## src/flc_pkg.sv

```systemverilog
// Shared constants, types and helper functions of the full linear convolver.
`default_nettype none

package flc_pkg;

    localparam int MAX_TAPS    = 16;
    localparam int SAMPLE_BITS = 16;
    localparam int VALUE_W     = 16;
    localparam int RESULT_W    = 36;
    localparam int PROD_W      = 2 * SAMPLE_BITS;
    localparam int IDX_W       = (MAX_TAPS > 1) ? $clog2(MAX_TAPS) : 1;
    localparam int TCNT_W      = $clog2(MAX_TAPS + 1);

    // item opcodes
    localparam logic OP_KERNEL = 1'b0;
    localparam logic OP_DATA   = 1'b1;

    typedef logic        [VALUE_W-1:0]     t_value;
    typedef logic signed [SAMPLE_BITS-1:0] t_sample;
    typedef logic signed [PROD_W-1:0]      t_prod;
    typedef logic signed [RESULT_W-1:0]    t_result;
    typedef logic        [IDX_W-1:0]       t_tap_idx;
    typedef logic        [TCNT_W-1:0]      t_tap_cnt;

    typedef struct packed {
        logic tick;      // advance the chain by one sample
        logic clr_hist;  // zero the sample history instead of shifting
    } t_cell_ctl;

    // Sign-extend from the low SAMPLE_BITS bits of the raw field.
    function automatic t_sample to_sample(input t_value v);
        logic [SAMPLE_BITS+VALUE_W-1:0] w;
        w = {{SAMPLE_BITS{1'b0}}, v};
        return t_sample'(w[SAMPLE_BITS-1:0]);
    endfunction

    // Fit a product to the result width: sign-extend or wrap.
    function automatic t_result fit_result(input t_prod p);
        logic [PROD_W+RESULT_W-1:0] w;
        w = {{RESULT_W{p[PROD_W-1]}}, p};
        return t_result'(w[RESULT_W-1:0]);
    endfunction

endpackage

`default_nettype wire

```

## src/flc_cell.sv

```systemverilog
// One transposed-form cell: tap, one history sample and one partial sum.
`default_nettype none

module flc_cell (
    input  logic               i_clk,
    input  logic               i_rst_n,
    input  flc_pkg::t_cell_ctl i_ctl,
    input  logic               i_en,
    input  logic               i_tap_we,
    input  flc_pkg::t_sample   i_tap,
    input  flc_pkg::t_sample   i_x,
    input  flc_pkg::t_sample   i_hist,
    input  flc_pkg::t_result   i_sum,
    output flc_pkg::t_sample   o_hist,
    output flc_pkg::t_result   o_sum
);
    import flc_pkg::*;

    t_sample r_tap;
    t_sample r_hist;
    t_result r_sum;
    t_prod   w_prod;
    t_result n_sum;

    assign w_prod = t_prod'(r_tap) * t_prod'(i_x);
    // cells past the tap count contribute nothing
    assign n_sum  = (i_en ? fit_result(w_prod) : t_result'(0)) + i_sum;

    always_ff @(posedge i_clk) begin
        if (i_tap_we) begin
            r_tap <= i_tap;
        end
    end

    always_ff @(posedge i_clk) begin
        if (!i_rst_n) begin
            r_hist <= '0;
            r_sum  <= '0;
        end else if (i_ctl.tick) begin
            r_sum  <= n_sum;
            r_hist <= i_ctl.clr_hist ? t_sample'(0) : i_hist;
        end
    end

    assign o_hist = r_hist;
    assign o_sum  = r_sum;

endmodule

`default_nettype wire

```

## config.mk

```make
export PLATFORM = sky130hd
export DESIGN_NAME = flc_cell
export DESIGN_NICKNAME = d
export VERILOG_FILES = /design/src/flc_pkg.sv /design/src/flc_cell.sv
export SDC_FILE = /design/constraint.sdc
export NUM_CORES = 1
export LEC_CHECK = 0
export BUFFER_PORTS_ARGS = -buffer_cell sky130_fd_sc_hd__buf_2
export CAP_MARGIN = 10
export CELL_PAD_IN_SITES_DETAIL_PLACEMENT = 1
export CELL_PAD_IN_SITES_GLOBAL_PLACEMENT = 1
export CORE_MARGIN = 8
export CORE_UTILIZATION = 48
export CTS_BUF_LIST = sky130_fd_sc_hd__clkbuf_4 sky130_fd_sc_hd__clkbuf_8 sky130_fd_sc_hd__clkbuf_16
export CTS_CLUSTER_SIZE = 14
export DETAILED_ROUTE_END_ITERATION = 6
export GPL_TIMING_DRIVEN = 0
export PLACE_DENSITY = 0.81
export SETUP_SLACK_MARGIN = 0.02
export SLEW_MARGIN = 40
export SYNTH_ARGS = -nofsm -noshare
export SYNTH_HDL_FRONTEND = slang
export SYNTH_SLANG_ARGS = --single-unit
```

## constraint.sdc

```tcl
create_clock -name i_clk -period 11.1 [get_ports i_clk]
set_clock_uncertainty 0.1 [all_clocks]
set_input_delay 2.22 -clock i_clk [delete_from_list [all_inputs] [get_ports i_clk]]
set_output_delay 2.22 -clock i_clk [all_outputs]
set_load 0.03 [all_outputs]
```

==> summary.md <==
| Metric | Value |
|---|---|
| Status | `complete, no violations` |
| Worst EP required | `11.28 ns` |
| Final Setup Violations | `0` |
| CTS tree | `built` |
| GRT Total Usage | `25.6%` |
| CTS buffer count | `9` |
| Max-slew violations | `0` |
| Sequential share of the synthesized area | `10.9%` |
| Htree depth | `3` |
| Vias in the first global route | `13,100` |
| Synth Warn # | `0` |
| Cell mode on critical path | `fa_1` |
| Ports | `142` |
| Via count | `11,500` |
| Port-buffer cells | `139` |
| Area contributors post-synth | `fa_1 38%, ha_1 10%, inv_1 8.0%` |
| Data arrival time of the worst path | `10.75 ns` |
| PnR worst setup slack | `0.530 ns` |
| Worst Max-Slew Pin Slew | `0.791 ns` |
| Final Util | `53.9%` |
| Die extent in y | `187 um` |
| Critical Path End Type | `flip-flop` |
| Post-Syn Nets | `2,025` |
| Core area | `28,700 um2` |
| Fin crit period | `10.57 ns` |
| Max-cap check violation count | `0` |
| Yosys top cell by area | `fa_1` |
| Critical path's slowest cell | `fa_1` |
| Clk sinks | `68` |
| Gpl congestion | `0.905` |
| Clock Latency Late Sink | `0.37 ns` |
| Avg Vias per Cell | `5.48` |
| Die Width | `187 um` |
| Final Hold Fails | `0` |
| Crit path largest cell delay | `0.57 ns` |
| Layout cells sized above 1 | `9.79%` |
| Drt wl/cell | `20.8 um` |
| Primary FF master, synth | `dfxtp_1` |
| Pin count of the biggest net entering global routing | `17` |
| Area delta synth->final | `10.6%` |
| Placed Cells | `2,078` |
| Sequential Area | `1520 um2` |
| Synth Cell Area | `14,000 um2` |
| Post-synthesis cell count | `1,555` |
| Period utilisation layout | `95.2%` |
| DP HPWL | `37,500 um` |
| DR iter-0 viols | `591` |
| Avg Cell Area, Syn | `8.99 um2` |
| Number of synthesized flops with an enable pin | `16` |
| Final wirelength | `43,600 um` |
| Synth top area share | `37.6%` |
| Commonest non-fill, non-tap cell in the layout | `inv_1` |
| Unrepaired setup endpoints after global routing | `no` |
| Initial antenna violation count | `6` |
| Commonest non-fill, non-tap cells in the layout | `299 x inv_1, 263 x fa_1, 169 x nand2_1` |
| Pre-CTS setup slack | `-0.143 ns` |
| Hold Path Class | `flip-flop to flip-flop` |
| Fmax achieved | `94.6 MHz` |
| Startpoint types | `primary input` |
| Clock Tree Root | `clkbuf_16` |
| Synth unique cells | `63` |
| Crit path kind | `primary input to flip-flop` |
| Die area | `34,900 um2` |
| Max_slew headroom | `47.2%` |
| Reg2Reg Setup Slack | `1.71 ns` |
| #FFs+latches synth | `68` |
| First-pass GRT wire length | `70,500 um` |
| Worst-path clk slew | `0.08 ns` |
| Cell Count, Final, Fillers Out | `2,095` |
| DRT antenna net count | `0` |
| Crit Path Max Fanout | `10` |
| Nets | `2,171` |
| FILL cells | `3,473` |
| Async SR Flop Fraction | `0%` |
| Residual overflow from global routing | `0` |
| Smallest hold slack | `0.386 ns` |
| Initial Util | `48.7%` |
| Pre-antenna DRT Iters | `5` |
| Clock buffer depth | `2` |
| # DRC | `0` |
| Area of the multi-input gates | `11,200 um2` |
| FP Rows | `62` |
-- area by class of cell --
type / count / share of cell area (%)
Timing Repair Buffer: 139 / 4.50
Clock inverter: 7 / 0.485
Buffer: 47 / 1.14
Tap cell: 384 / 3.11
Multi-Input combinational cell: 1137 / 72.1
Inverter: 299 / 7.25
Sequential cell: 68 / 9.83
Antenna cell: 5 / 0.0809
Clock buffer: 9 / 1.46
-- final timing paths --
kind / from / end / cells past startpoint
worst max-delay path: i_x[1] / o_sum[33] / 31
worst min-delay path: o_sum[23] / o_sum[23] / 2
worst max register to register: r_tap[7] / o_sum[33] / 32
worst min register to register: o_sum[23] / o_sum[23] / 2
-- sequential cells by signal (all words and copies together) (netlist names) --
| name | flops |
|---|---|
| o_hist | 16 |
| r_tap | 16 |
| o_sum | 36 |
-- metrics by stage --
| step | area (um2) | TNS [ns] |
|---|---|---|
| CTS | 15500 | 0 |
| global route | 15500 | 0 |
| global placement | 15200 | -0.0210 |
| finish | 15500 | 0 |
| detailed placement | 15200 | -0.148 |
| floorplan | 14000 | 0 |
-- layer usage --
| metal | track usage, % | vias up | wire length (um) | share of wire (%) |
|---|---|---|---|---|
| met5 | 0 | - | 0 | 0 |
| met1 | 30.5 | 5878 | 17000 | 39 |
| met2 | 44.5 | 334 | 22500 | 52 |
| met4 | 12.0 | 0 | 1740 | 4.0 |
| li1 | - | 5164 | - | - |
| met3 | 4.21 | 113 | 2290 | 5.2 |
-- logic make-up after synthesis --
group                      count (synthesis)  synth area share, %
and+or+nand+nor                          484                 17.5
adders and majority gates                380                 48.1
muxes                                     16                 1.15
xor gates and xnor gates                  54                 3.38
DFF                                       68                 10.9
buffers and inverters                    350                 9.39
AOI/OAI and AO/OA                        203                 9.58
-- critical path: cells and delay by family --
family                     cells  cell delay [ns]
AOI/OAI and AO/OA              9             2.07
buffers and inverters          5             0.77
and+or+nand+nor                7             1.27
adders and majority gates      8             3.87
muxes                          1             0.35
xor gates and xnor gates       1             0.18
-- timing repair --
item,4_1_cts,5_1_grt
endpoints found under the setup margin,0,6
setup buffers,0,0
hold buffers,0,0
gates resized for setup,0,1
-- cell usage after synthesis, types with 8 or more instances --
cell type	number
nor2_1	58
o21ai_0	35
clkbuf_1	46
a22oi_1	15
mux2i_1	15
dfxtp_1	52
a211oi_1	9
edfxtp_1	16
nand3_1	19
o211ai_1	8
and3_1	10
fa_1	263
ha_1	117
and2_1	128
nor3_1	12
o21a_1	12
inv_1	299
nand2_1	169
xor2_1	24
nand2b_1	12
a31oi_1	8
xnor2_1	30
a21oi_1	44
a21o_1	27
nor2b_1	45
Power is left out: the tool's default activity adds up to more than one toggle a clock period on the data nets, which glitch-free logic cannot reach.
